`src/least_loaded_unit_allocator_macros.svh`:
```
// Assertion macros used by the allocator's scan module.
`ifndef LEAST_LOADED_UNIT_ALLOCATOR_MACROS_SVH
`define LEAST_LOADED_UNIT_ALLOCATOR_MACROS_SVH

// Same-cycle implication, disabled while reset is asserted.
`define LLUA_ASSERT_NOW(lbl, clk, rst_n, ante, cons, msg) \
	lbl: assert property (@(posedge clk) disable iff (!rst_n) (ante) |-> (cons)) else $error(msg);

// Next-cycle implication, disabled while reset is asserted.
`define LLUA_ASSERT_NEXT(lbl, clk, rst_n, ante, cons, msg) \
	lbl: assert property (@(posedge clk) disable iff (!rst_n) (ante) |=> (cons)) else $error(msg);

`endif

```
`src/llua_pkg.sv`:
```
// Shared types and constants of the least-loaded unit allocator.
package llua_pkg;

	localparam int COST_W    = 4;
	localparam int UNIT_W    = 3;
	localparam int TOTAL_W   = 17;
	localparam int CFG_IDX_W = 4;

	localparam logic OP_ALLOC = 1'b0;
	localparam logic OP_CLEAR = 1'b1;

	localparam logic DIR_DOWN = 1'b0;
	localparam logic DIR_UP   = 1'b1;

	localparam logic [CFG_IDX_W-1:0] REG_COST_DOWNLINK = 4'd0;
	localparam logic [CFG_IDX_W-1:0] REG_COST_UPLINK   = 4'd1;

	typedef struct packed {
		logic rd_en;
		logic wr_en;
		logic clear;
	} store_ctrl_t;

endpackage

```
`src/llua_if.sv`:
```
// Handshake channel interfaces of the least-loaded unit allocator.
interface llua_req_if;
	logic valid;
	logic ready;
	logic operation;
	logic direction;

	modport source (output valid, output operation, output direction, input ready);
	modport sink (input valid, input operation, input direction, output ready);
endinterface

interface llua_rsp_if;
	logic                         valid;
	logic                         ready;
	logic [llua_pkg::UNIT_W-1:0]  chosen_unit;
	logic [llua_pkg::TOTAL_W-1:0] max_total_load;

	modport source (output valid, output chosen_unit, output max_total_load, input ready);
	modport sink (input valid, input chosen_unit, input max_total_load, output ready);
endinterface

interface llua_cfg_if;
	logic                           valid;
	logic                           ready;
	logic [llua_pkg::CFG_IDX_W-1:0] index;
	logic [llua_pkg::COST_W-1:0]    data;

	modport source (output valid, output index, output data, input ready);
	modport sink (input valid, input index, input data, output ready);
endinterface

```
`src/llua_store.sv`:
```
// Load counter store: one entry per unit, valid bits cleared all at once.
module llua_store #(
	parameter int NUM_UNITS = 8,
	parameter int LOAD_BITS = 16
) (
	input  logic                         clk,
	input  logic                         arst_n,
	input  llua_pkg::store_ctrl_t        ctrl,
	input  logic [$clog2(NUM_UNITS)-1:0] addr,
	input  logic [2*LOAD_BITS-1:0]       wr_data,
	output logic [2*LOAD_BITS-1:0]       rd_data
);

	localparam int ENT_W = 2 * LOAD_BITS;

	logic [ENT_W-1:0]     mem [NUM_UNITS];
	logic [NUM_UNITS-1:0] valid_q;
	logic [ENT_W-1:0]     rd_data_q;
	logic                 rd_valid_q;

	always_ff @(posedge clk or negedge arst_n) begin
		if (!arst_n) begin
			valid_q    <= '0;
			rd_valid_q <= 1'b0;
		end else begin
			if (ctrl.clear) begin
				valid_q <= '0;
			end else if (ctrl.wr_en) begin
				valid_q[addr] <= 1'b1;
			end
			if (ctrl.rd_en) begin
				rd_valid_q <= valid_q[addr];
			end
		end
	end

	always_ff @(posedge clk) begin
		if (ctrl.wr_en) begin
			mem[addr] <= wr_data;
		end
		if (ctrl.rd_en) begin
			rd_data_q <= mem[addr];
		end
	end

	assign rd_data = rd_valid_q ? rd_data_q : '0;

endmodule

```
`src/llua_scan.sv`:
```
// Sequencer and shared compare unit that scans the store one unit per cycle.
`include "least_loaded_unit_allocator_macros.svh"

module llua_scan #(
	parameter int NUM_UNITS = 8,
	parameter int LOAD_BITS = 16
) (
	input  logic                           clk,
	input  logic                           arst_n,
	input  logic                           start,
	input  logic                           operation,
	input  logic                           direction,
	input  logic [llua_pkg::COST_W-1:0]    cost_downlink,
	input  logic [llua_pkg::COST_W-1:0]    cost_uplink,
	input  logic                           out_free,
	input  logic [2*LOAD_BITS-1:0]         rd_data,
	output logic                           in_ready,
	output llua_pkg::store_ctrl_t          ctrl,
	output logic [$clog2(NUM_UNITS)-1:0]   addr,
	output logic [2*LOAD_BITS-1:0]         wr_data,
	output logic                           done,
	output logic [llua_pkg::UNIT_W-1:0]    chosen_unit,
	output logic [llua_pkg::TOTAL_W-1:0]   max_total_load
);

	localparam int IDX_W = $clog2(NUM_UNITS);
	localparam int ENT_W = 2 * LOAD_BITS;
	localparam int TOT_W = LOAD_BITS + 1;
	localparam logic [IDX_W-1:0] LAST_IDX = IDX_W'(NUM_UNITS - 1);

	typedef enum logic [2:0] {
		ST_IDLE,
		ST_SCAN,
		ST_DRAIN,
		ST_WRITE,
		ST_DONE
	} state_t;

	state_t                      state_q;
	logic [IDX_W-1:0]            idx_q;
	logic [IDX_W-1:0]            cmp_idx_q;
	logic                        rd_pend_q;
	logic                        dir_q;
	logic [ENT_W-1:0]            best_q;
	logic [IDX_W-1:0]            pick_q;
	logic [TOT_W-1:0]            max_q;
	logic [llua_pkg::UNIT_W-1:0] res_unit_q;
	logic [llua_pkg::TOTAL_W-1:0] res_max_q;

	logic [LOAD_BITS-1:0] rd_dn;
	logic [LOAD_BITS-1:0] rd_up;
	logic [LOAD_BITS-1:0] cand;
	logic [LOAD_BITS-1:0] cur;
	logic                 first;
	logic                 take;
	logic [TOT_W-1:0]     tot;
	logic                 take_max;
	logic [LOAD_BITS-1:0] sel_load;
	logic [LOAD_BITS-1:0] other_load;
	logic [TOT_W-1:0]     sum;
	logic [LOAD_BITS-1:0] sat_load;
	logic [TOT_W-1:0]     new_tot;
	logic [TOT_W-1:0]     fin_max;
	logic [ENT_W-1:0]     new_entry;

	always_comb begin
		rd_dn    = rd_data[LOAD_BITS-1:0];
		rd_up    = rd_data[ENT_W-1:LOAD_BITS];
		cand     = (dir_q == llua_pkg::DIR_UP) ? rd_up : rd_dn;
		cur      = (dir_q == llua_pkg::DIR_UP) ? best_q[ENT_W-1:LOAD_BITS]
		                                       : best_q[LOAD_BITS-1:0];
		first    = (cmp_idx_q == '0);
		take     = first || ((dir_q == llua_pkg::DIR_UP) ? (cand <= cur) : (cand < cur));
		tot      = {1'b0, rd_dn} + {1'b0, rd_up};
		take_max = first || (tot > max_q);

		sel_load   = (dir_q == llua_pkg::DIR_UP) ? best_q[ENT_W-1:LOAD_BITS]
		                                         : best_q[LOAD_BITS-1:0];
		other_load = (dir_q == llua_pkg::DIR_UP) ? best_q[LOAD_BITS-1:0]
		                                         : best_q[ENT_W-1:LOAD_BITS];
		sum = {1'b0, sel_load} + ((dir_q == llua_pkg::DIR_UP)
			? TOT_W'(cost_uplink) : TOT_W'(cost_downlink));
		sat_load  = sum[LOAD_BITS] ? '1 : sum[LOAD_BITS-1:0];
		new_tot   = {1'b0, other_load} + {1'b0, sat_load};
		fin_max   = (new_tot > max_q) ? new_tot : max_q;
		new_entry = (dir_q == llua_pkg::DIR_UP) ? {sat_load, other_load}
		                                        : {other_load, sat_load};
	end

	always_comb begin
		ctrl.rd_en = (state_q == ST_SCAN);
		ctrl.wr_en = (state_q == ST_WRITE);
		ctrl.clear = start && (operation == llua_pkg::OP_CLEAR);
	end

	assign addr           = (state_q == ST_WRITE) ? pick_q : idx_q;
	assign wr_data        = new_entry;
	assign in_ready       = (state_q == ST_IDLE);
	assign done           = (state_q == ST_DONE);
	assign chosen_unit    = res_unit_q;
	assign max_total_load = res_max_q;

	always_ff @(posedge clk or negedge arst_n) begin
		if (!arst_n) begin
			state_q    <= ST_IDLE;
			idx_q      <= '0;
			cmp_idx_q  <= '0;
			rd_pend_q  <= 1'b0;
			dir_q      <= llua_pkg::DIR_DOWN;
			best_q     <= '0;
			pick_q     <= '0;
			max_q      <= '0;
			res_unit_q <= '0;
			res_max_q  <= '0;
		end else begin
			rd_pend_q <= (state_q == ST_SCAN);
			if (state_q == ST_SCAN) begin
				cmp_idx_q <= idx_q;
			end
			if (rd_pend_q) begin
				if (take) begin
					best_q <= rd_data;
					pick_q <= cmp_idx_q;
				end
				if (take_max) begin
					max_q <= tot;
				end
			end
			case (state_q)
				ST_IDLE: begin
					if (start) begin
						if (operation == llua_pkg::OP_CLEAR) begin
							res_unit_q <= '0;
							res_max_q  <= '0;
							state_q    <= ST_DONE;
						end else begin
							dir_q   <= direction;
							idx_q   <= '0;
							state_q <= ST_SCAN;
						end
					end
				end
				ST_SCAN: begin
					if (idx_q == LAST_IDX) begin
						state_q <= ST_DRAIN;
					end else begin
						idx_q <= idx_q + 1'b1;
					end
				end
				ST_DRAIN: begin
					state_q <= ST_WRITE;
				end
				ST_WRITE: begin
					res_unit_q <= llua_pkg::UNIT_W'(pick_q);
					res_max_q  <= llua_pkg::TOTAL_W'(fin_max);
					state_q    <= ST_DONE;
				end
				ST_DONE: begin
					if (out_free) begin
						state_q <= ST_IDLE;
					end
				end
				default: begin
					state_q <= ST_IDLE;
				end
			endcase
		end
	end

	`LLUA_ASSERT_NOW(a_ctrl_exclusive, clk, arst_n, 1'b1, $onehot0({ctrl.rd_en, ctrl.wr_en, ctrl.clear}), "store control overlaps")
	`LLUA_ASSERT_NEXT(a_alloc_starts_scan, clk, arst_n, start && (operation == llua_pkg::OP_ALLOC), (state_q == ST_SCAN) && (idx_q == '0), "allocation did not start its scan")
	`LLUA_ASSERT_NOW(a_pick_in_range, clk, arst_n, state_q == ST_WRITE, pick_q <= LAST_IDX, "picked unit out of range")
	`LLUA_ASSERT_NEXT(a_write_to_done, clk, arst_n, state_q == ST_WRITE, state_q == ST_DONE, "write step not followed by result")

endmodule

```
`src/least_loaded_unit_allocator.sv`:
```
// Least-loaded unit allocator: an allocate transaction scans every unit's load
// counter one unit per cycle through the single read port of the load store,
// then drains the last read, writes the chosen unit's updated load back, hands
// off the result and returns to idle before the next transaction can be
// accepted. A clear transaction goes from idle straight to the hand-off. The
// result waits in an output register, and the next request is taken once the
// previous result has been handed to that register.
module least_loaded_unit_allocator #(
	parameter int NUM_UNITS = 8,
	parameter int LOAD_BITS = 16
) (
	input logic        clk,
	input logic        arst_n,
	llua_req_if.sink   req,
	llua_rsp_if.source rsp,
	llua_cfg_if.sink   cfg
);

	localparam int IDX_W = $clog2(NUM_UNITS);
	localparam int ENT_W = 2 * LOAD_BITS;

	logic [llua_pkg::COST_W-1:0]  cost_downlink_q;
	logic [llua_pkg::COST_W-1:0]  cost_uplink_q;
	logic                         rsp_valid_q;
	logic [llua_pkg::UNIT_W-1:0]  rsp_unit_q;
	logic [llua_pkg::TOTAL_W-1:0] rsp_max_q;

	logic                         start;
	logic                         out_free;
	logic                         scan_ready;
	logic                         scan_done;
	llua_pkg::store_ctrl_t        store_ctrl;
	logic [IDX_W-1:0]             store_addr;
	logic [ENT_W-1:0]             store_wr_data;
	logic [ENT_W-1:0]             store_rd_data;
	logic [llua_pkg::UNIT_W-1:0]  scan_unit;
	logic [llua_pkg::TOTAL_W-1:0] scan_max;

	assign start     = req.valid && scan_ready;
	assign req.ready = scan_ready;
	assign out_free  = !rsp_valid_q || rsp.ready;
	assign cfg.ready = 1'b1;

	assign rsp.valid          = rsp_valid_q;
	assign rsp.chosen_unit    = rsp_unit_q;
	assign rsp.max_total_load = rsp_max_q;

	always_ff @(posedge clk or negedge arst_n) begin
		if (!arst_n) begin
			cost_downlink_q <= llua_pkg::COST_W'(1);
			cost_uplink_q   <= llua_pkg::COST_W'(1);
		end else if (cfg.valid) begin
			case (cfg.index)
				llua_pkg::REG_COST_DOWNLINK: cost_downlink_q <= cfg.data;
				llua_pkg::REG_COST_UPLINK:   cost_uplink_q   <= cfg.data;
				default: begin
				end
			endcase
		end
	end

	always_ff @(posedge clk or negedge arst_n) begin
		if (!arst_n) begin
			rsp_valid_q <= 1'b0;
		end else if (scan_done && out_free) begin
			rsp_valid_q <= 1'b1;
		end else if (rsp.ready) begin
			rsp_valid_q <= 1'b0;
		end
	end

	always_ff @(posedge clk) begin
		if (scan_done && out_free) begin
			rsp_unit_q <= scan_unit;
			rsp_max_q  <= scan_max;
		end
	end

	llua_scan #(
		.NUM_UNITS (NUM_UNITS),
		.LOAD_BITS (LOAD_BITS)
	) u_scan (
		.clk            (clk),
		.arst_n         (arst_n),
		.start          (start),
		.operation      (req.operation),
		.direction      (req.direction),
		.cost_downlink  (cost_downlink_q),
		.cost_uplink    (cost_uplink_q),
		.out_free       (out_free),
		.rd_data        (store_rd_data),
		.in_ready       (scan_ready),
		.ctrl           (store_ctrl),
		.addr           (store_addr),
		.wr_data        (store_wr_data),
		.done           (scan_done),
		.chosen_unit    (scan_unit),
		.max_total_load (scan_max)
	);

	llua_store #(
		.NUM_UNITS (NUM_UNITS),
		.LOAD_BITS (LOAD_BITS)
	) u_store (
		.clk     (clk),
		.arst_n  (arst_n),
		.ctrl    (store_ctrl),
		.addr    (store_addr),
		.wr_data (store_wr_data),
		.rd_data (store_rd_data)
	);

endmodule

```
`src/flat_wrapper.sv`:
```
// flat-port wrapper written by rule: the top's interface ports become plain ports
module least_loaded_unit_allocator_flat 
#(
	parameter int NUM_UNITS = 8,
	parameter int LOAD_BITS = 16
)
  (clk, arst_n, req_valid, req_operation, req_direction, req_ready, rsp_valid, rsp_chosen_unit, rsp_max_total_load, rsp_ready, cfg_valid, cfg_index, cfg_data, cfg_ready);
  llua_req_if req_i ();
  llua_rsp_if rsp_i ();
  llua_cfg_if cfg_i ();
  input logic clk;
  input logic arst_n;
  input wire logic [$bits(req_i.valid)-1:0] req_valid;
  input wire logic [$bits(req_i.operation)-1:0] req_operation;
  input wire logic [$bits(req_i.direction)-1:0] req_direction;
  output wire logic [$bits(req_i.ready)-1:0] req_ready;
  output wire logic [$bits(rsp_i.valid)-1:0] rsp_valid;
  output wire logic [$bits(rsp_i.chosen_unit)-1:0] rsp_chosen_unit;
  output wire logic [$bits(rsp_i.max_total_load)-1:0] rsp_max_total_load;
  input wire logic [$bits(rsp_i.ready)-1:0] rsp_ready;
  input wire logic [$bits(cfg_i.valid)-1:0] cfg_valid;
  input wire logic [$bits(cfg_i.index)-1:0] cfg_index;
  input wire logic [$bits(cfg_i.data)-1:0] cfg_data;
  output wire logic [$bits(cfg_i.ready)-1:0] cfg_ready;
  assign req_i.valid = req_valid;
  assign req_i.operation = req_operation;
  assign req_i.direction = req_direction;
  assign req_ready = req_i.ready;
  assign rsp_valid = rsp_i.valid;
  assign rsp_chosen_unit = rsp_i.chosen_unit;
  assign rsp_max_total_load = rsp_i.max_total_load;
  assign rsp_i.ready = rsp_ready;
  assign cfg_i.valid = cfg_valid;
  assign cfg_i.index = cfg_index;
  assign cfg_i.data = cfg_data;
  assign cfg_ready = cfg_i.ready;
  least_loaded_unit_allocator #(.NUM_UNITS(NUM_UNITS), .LOAD_BITS(LOAD_BITS)) u_core (.clk(clk), .arst_n(arst_n), .req(req_i), .rsp(rsp_i), .cfg(cfg_i));
endmodule
```
`config.mk`:
```
export PLATFORM = sky130hd
export DESIGN_NAME = least_loaded_unit_allocator_flat
export DESIGN_NICKNAME = d
export VERILOG_FILES = /design/src/llua_pkg.sv /design/src/llua_if.sv /design/src/llua_store.sv /design/src/llua_scan.sv /design/src/least_loaded_unit_allocator.sv /design/src/flat_wrapper.sv
export VERILOG_INCLUDE_DIRS = /design/src /design/src/src
export SDC_FILE = /design/constraint.sdc
export NUM_CORES = 1
export LEC_CHECK = 0
export BUFFER_PORTS_ARGS = -buffer_cell sky130_fd_sc_hd__buf_2
export CAP_MARGIN = 20
export CORE_AREA = 2 2 277 170
export CTS_CLUSTER_DIAMETER = 120
export DETAILED_ROUTE_END_ITERATION = 16
export DIE_AREA = 0 0 279 172
export SYNTH_ARGS = -nofsm -noshare
export SYNTH_HDL_FRONTEND = slang
export SYNTH_SLANG_ARGS = --single-unit
export TNS_END_PERCENT = 10
```
`constraint.sdc`:
```
create_clock -name clk -period 10.5 [get_ports clk]
set_input_delay 1.575 -clock clk [delete_from_list [all_inputs] [get_ports clk]]
set_output_delay 1.575 -clock clk [all_outputs]
set_load 0.02 [all_outputs]
```
# ---- Word-level counts from Yosys, hierarchy flattened
# Memories as Yosys holds them, arrays and structs flattened. A register that Yosys moved wholly into a read port is not among the register bits.
# Cells that the tools add are included.
dict set report totals {
  ff_bits 121
  ram_bits 256
  in_bits 15
  out_inout_bits 23
  word_cells 100
  memories 1
}
# name depth word_bits read_ports rd_ports_with_merged_regs wr line_no
set mem_list {}
lappend mem_list {u_core.u_store.mem 8 32 1 1 1 llua_store.sv:16} ;# logic [ENT_W-1:0] mem [NUM_UNITS];
dict set report op_classes {
  n_addsub 4
  order_cmp 6
  eq_ne 12
  muxes 35
  bitwise 2
  reduce_logical 23
}
# cell count
set op_table {}
lappend op_table {{$mux 16} 4}
lappend op_table {{$mux 32} 2}
lappend op_table {{$mux 17} 3}
lappend op_table {{$add 16x16->17} 2}
lappend op_table {{$gt 17x17->1} 2}
lappend op_table {{$pmux 17 s2} 1}
lappend op_table {{$mux 3} 10}
lappend op_table {{$add 16x4->17} 1}
lappend op_table {{$le 16x16->1} 1}
lappend op_table {{$lt 16x16->1} 1}
lappend op_table {{$mux 8} 2}
lappend op_table {{$pmux 3 s5} 1}
lappend op_table {{$pmux 3 s2} 2}
lappend op_table {{$ne 2x2->1 const B} 5}
lappend op_table {{$reduce_and 3->1} 3}
lappend op_table {{$or 8x8->8} 1}
lappend op_table {{$reduce_and 2->1} 4}
lappend op_table {{$reduce_bool 2->1} 4}
lappend op_table {{$mux 1} 7}
lappend op_table {{$eq 3x2->1 const B} 2}
lappend op_table {{$eq 3x3->1 const B} 2}
lappend op_table {{$logic_not 3->1} 2}
lappend op_table {{$eq 4x1->1 const B} 1}
lappend op_table {{$logic_and 1x1->1} 4}
lappend op_table {{13 further kinds} 15}

# ---- Longest topological paths before layout
dict set report logic_depth {
  ltp_word 9
  ltp_mapped 29
  depth_no_buf 24
}

# ---- Modules after synthesis
# Synthesis repeated with hierarchy kept, for this count alone.
dict set report unflattened {
  cells_unflattened 1507
  area_unflattened_um2 20236.9
}
# module instances cells_each area_per_inst_um2 seq_area_each_um2
set by_module_without_submodules {}
lappend by_module_without_submodules {llua_store 1 646 11546.1 8873.5}
lappend by_module_without_submodules {llua_scan 1 815 7681.1 2077.0}
lappend by_module_without_submodules {least_loaded_unit_allocator 1 46 1009.7 828.3}

# ---- Worst setup path before layout
# Ideal clock, no wire load.
dict set report synth_path {
  path_type {reg2reg}
  start {register u_core.u_scan.dir_q}
  end {register u_core.u_scan.res_max_q (netlist bit u_core.u_scan.max_total_load[11])}
  setup_time_ns 0.129
  arrival_time_ns 6.398
  required_time_ns 10.371
  setup_slack_ns 3.973
  path_stages_with_launch 29
  path_buffers 5
  period_less_slack_ns 6.527
  path_cell_list {dfrtp_1 > buf_2 > buf_2 > buf_1 > mux2_2 > ha_1 > fa_1 > a21o_1 > a21oi_1 > nor3_1 > nand2_2 > nand2b_1 > ha_1 > fa_1 > a211oi_1 > o211ai_1 > a21boi_0 > a21oi_1 > o21ai_0 > ha_1 > nand3_1 > or3_4 > a211oi_2 > nor4b_2 > or2_1 > buf_6 > buf_6 > mux2i_1 > o21ai_1}
}
dict set report synth_between {
  elab_chain_cells 7
  word_cells_on_any_way 9
  classes_between {add/sub (2); order compare (1); mux (6)}
}
# item line_no
set synth_rtl {}
lappend synth_rtl {{start, declared} llua_scan.sv:43} ;# logic dir_q;
lappend synth_rtl {{start signal, assigned} llua_scan.sv:109} ;# dir_q <= llua_pkg::DIR_DOWN;
lappend synth_rtl {{start signal, assigned} llua_scan.sv:137} ;# dir_q <= direction;
lappend synth_rtl {{$mux 16 or $mux 4 (tied branches)} {llua_scan.sv:77, llua_scan.sv:82}}
lappend synth_rtl {{$add 16x4->17} llua_scan.sv:81} ;# sum = {1'b0, sel_load} + ((dir_q == llua_pkg::DIR_UP)
lappend synth_rtl {{$mux 16} llua_scan.sv:83} ;# sat_load = sum[LOAD_BITS] ? '1 : sum[LOAD_BITS-1:0];
lappend synth_rtl {{$add 16x16->17 (*)} llua_scan.sv:84} ;# new_tot = {1'b0, other_load} + {1'b0, sat_load};
lappend synth_rtl {{$gt 17x17->1} llua_scan.sv:85} ;# fin_max = (new_tot > max_q) ? new_tot : max_q;
lappend synth_rtl {{$mux 17 (*)} llua_scan.sv:85}
lappend synth_rtl {{$pmux 17 s2 (*)} llua_scan.sv:129} ;# case (state_q)
lappend synth_rtl {{end signal, assigned} llua_scan.sv:155} ;# res_max_q <= llua_pkg::TOTAL_W'(fin_max);
lappend synth_rtl {{end, declared} llua_scan.sv:48} ;# logic [llua_pkg::TOTAL_W-1:0] res_max_q;
# Mark *: on every way between the ends. The rest lies on a longest branch, timed or not.
# A chain may end at the register's enable or synchronous reset.

# ---- Final worst setup path
dict set report layout_path {
  start {register u_core.u_scan.dir_q}
  end {register u_core.u_scan.res_max_q (netlist bit u_core.u_scan.max_total_load[6])}
}
# The elaborated chain is that of the path after synthesis.

==> impl_metrics.toml <==
[run_status]
status = "finished, final reports clean"

[layout]
layout_common_cells = "372 x nand2_1, 308 x edfxtp_1, 183 x nand3_1, 106 x mux2_2, 98 x dfrtp_1"
diodes = 0
final_common_cell = "nand2_1"
drive_above_1_share_pct = 14.2
fin_nets = 1908
area_delta_synth_final_pct = 10.8

[cts]
postCtsHoldBufs = 0
cts_tree = "built"
clk_pin_slew_ns = 0.07
postCtsSetupRepairBufs = 0
clk-insertion-delay-late_ns = 0.55
cts_buffer_depth = 3
htree_levels = 2
clock_sinks = 409
cts_root_buffer = "clkbuf_16"
ctsResizeCount = 0
cts_buffers = 38

[hold_path]
hold_path.class = "register to register"

[synthesis]
netlist_area_um2 = 20200
async_flop_share_pct = 24.7
synth_fp_nets = 1891
ys_warn_count = 0
synth_edf_count = 308
syn_avg_cell_area_um2 = 11.3
syn_inst = 1785
seq_area_frac_synth_pct = 58.4
ys.flop_type = "edfxtp_1"
ys_seq_elements = 409
yosysUniqueCellTypes = 73

[power]
internal_power_w = 0.00432
clock_power_share_pct = 19.9
pwr-share-seq_pct = 31.8
sw_frac_of_total_pct = 40.5
p_per_area_nw_per_um2 = 324
p_sw_w = 0.00294
leakagePower_nw = 8.97
ir_worst_vdd_mv = 0.156
share_comb_of_total_power_pct = 48.3

[drt]
drt_iter0_drc = 1236
vias = 13664
viasPerCell = 5.62
drc = 0
routedWlPerCell_um = 21.1
drtAntennaViolNets = 0
first_pass_iters = 5
drt-total-wl_mm = 51.3

[global_route]
grt_pass1_wl_mm = 78.9
grt_pass1_vias = 12994
grt_antenna_before_repair = 0
track_usage_pct = 21.6
grt_max_degree = 92
grt_overflow = 0

[sta]
period_share_pct = 74.1
grt_setup_unrepaired = "false"
max_clock_freq_mhz = 129
hold_ws_ns = 0.445
slew_violations = 0
tns_ns = 0
hold_viol = 0
tightest_slew_ns = 1.12
setup_violations = 0
skew_ns = 0.0148
fin_crit_ns = 7.78
maxSlewHeadroom_pct = 25.7

[die]
coreArea_um2 = 45600
die-area_um2 = 48000
io_pins = 38
fp.dieH_um = 172
die_x_um = 279
start_util_pct = 44.3
rows = 61

[setup_path]
path_class = "register to register"
worstSetupStartpointType = "register"
crit_required_ns = 10.91
path_max_fanout = 25
critPathCaptureType = "register"
worstPathArrival_ns = 8.19

[placed_design]
port-buffer-count = 36
post-dp-hpwl_mm = 32.3
globalplace.congestion = 0.921

[run]
max-cap-violations = 0
## power by group through the flow
stage,registers [W],clock network (W),logic [W]
floorplan,0.00227,0,0.00260
global placement,0.00235,0,0.00336
detailed placement,0.00233,0,0.00346
CTS,0.00230,0.00147,0.00348
global route,0.00234,0.00153,0.00388
finish,0.00231,0.00144,0.00350
## cell usage after synthesis (all sizes together) (6+ instances only)
library cell    n  area, µm²
nand2b         11       68.8
o21ai          97        485
o211ai          6       50.1
nand3         184        926
dfrtp          99       2480
and2           38        238
edfxtp        308       9250
a211oi         10       80.1
xor2           11       96.3
ha             88       1100
nor2           52        195
nand4           9       56.3
a21oi          68        340
xnor2          22        193
o21bai          8       60.1
nor4            6       52.6
mux2          107       1200
a21o           20        150
buf            37        194
clkbuf         47        176
nor2b          15       93.8
o21a           12       90.1
nand3b         10       75.1
nor3           15       75.1
nand2         374       1410
a31oi           9       56.3
mux2i          32        324
inv            38        143
## logic make-up (layout without fill, tap and decap cells)
kind of cell	Yosys count	in the layout	synth area share, %
compound gates	261	261	7.91
xor+xnor	33	33	1.43
flops	409	409	58.4
buf+inv	122	169	2.54
mux	139	139	7.58
simple gates	729	729	16.4
fa+ha+maj	91	91	5.76
other cells	1	1	0.0186
## registers in the layout (all words and copies together) (netlist names), 4 cells and up
signal                        count
u_core.u_store.mem              256
u_core.u_scan.best_q             32
u_core.u_store.rd_data_q         32
u_core.rsp.max_total_load        17
u_core.u_scan.max_q              17
u_core.u_scan.max_total_load     17
u_core.u_store.valid_q            8
u_core.cost_downlink_q            4
u_core.cost_uplink_q              4
## final cells by class
| cell class | instances | area [µm²] |
|---|---|---|
| clock buffer | 47 | 1020 |
| timing repair buffer | 61 | 414 |
| clock inverter | 23 | 269 |
| multi-input combinational | 1254 | 7970 |
| sequential | 409 | 11800 |
| tap | 598 | 748 |
| fill | 4041 | 23200 |
| inverter | 38 | 143 |
## final timing paths
kind	start	end	slack, ns	cells after the start
max in group asynchronous	arst_n	u_core.cost_downlink_q[0]	8.52	3
min in group asynchronous	arst_n	u_core.rsp.valid	0.91	1
hold / removal	u_core.u_scan.max_total_load[7]	u_core.rsp.max_total_load[7]	0.45	0
setup / recovery	u_core.u_scan.dir_q	u_core.u_scan.max_total_load[6]	2.72	22
setup reg to reg	u_core.u_scan.dir_q	u_core.u_scan.max_total_load[6]	2.72	22
hold reg to reg	u_core.u_scan.max_total_load[7]	u_core.rsp.max_total_load[7]	0.45	0
## critical path: stages, from the launching register on
cell and delay [ns]:
dfrtp_4 0.61, mux2_2 0.40, ha_1 0.22, fa_1 0.40, a21o_1 0.20, a21oi_1 0.58, nor3_1 0.23, nand2_2 0.49
nand2b_1 0.19, ha_1 0.26, fa_1 0.43, a211oi_1 0.40, o211ai_1 0.22, a21boi_0 0.20, a21oi_1 0.20, o21ai_0 0.16
ha_1 0.33, nand3_1 0.10, or3_4 0.44, nor4_4 0.44, or2_1 0.74, mux2i_1 0.27, o21ai_0 0.10
## routing by layer
metal  up-vias  share of wire (%)  GRT usage (%)
met3        64                7.0           4.47
met2       371                 41           31.0
met5         -                  0              0
met4         0                1.4           3.93
met1      6753                 50           33.7
li1       6476                  -              -
## through the flow
step / instances / utilization (%) / area (µm²) / setup WS [ns] / total power [W]
after floorplan: 1785 / - / 20200 / 3.97 / 0.00487
after global placement: 2355 / 46.0 / 21000 / 3.08 / 0.00571
after detailed placement: 2357 / 46.1 / 21000 / 2.86 / 0.00579
after CTS: 2427 / 49.0 / 22300 / 2.83 / 0.00725
after global routing: 2430 / 49.1 / 22400 / 2.27 / 0.00774
final: 2430 / 49.1 / 22400 / 2.72 / 0.00725
Power figures use the tool's default switching activity.
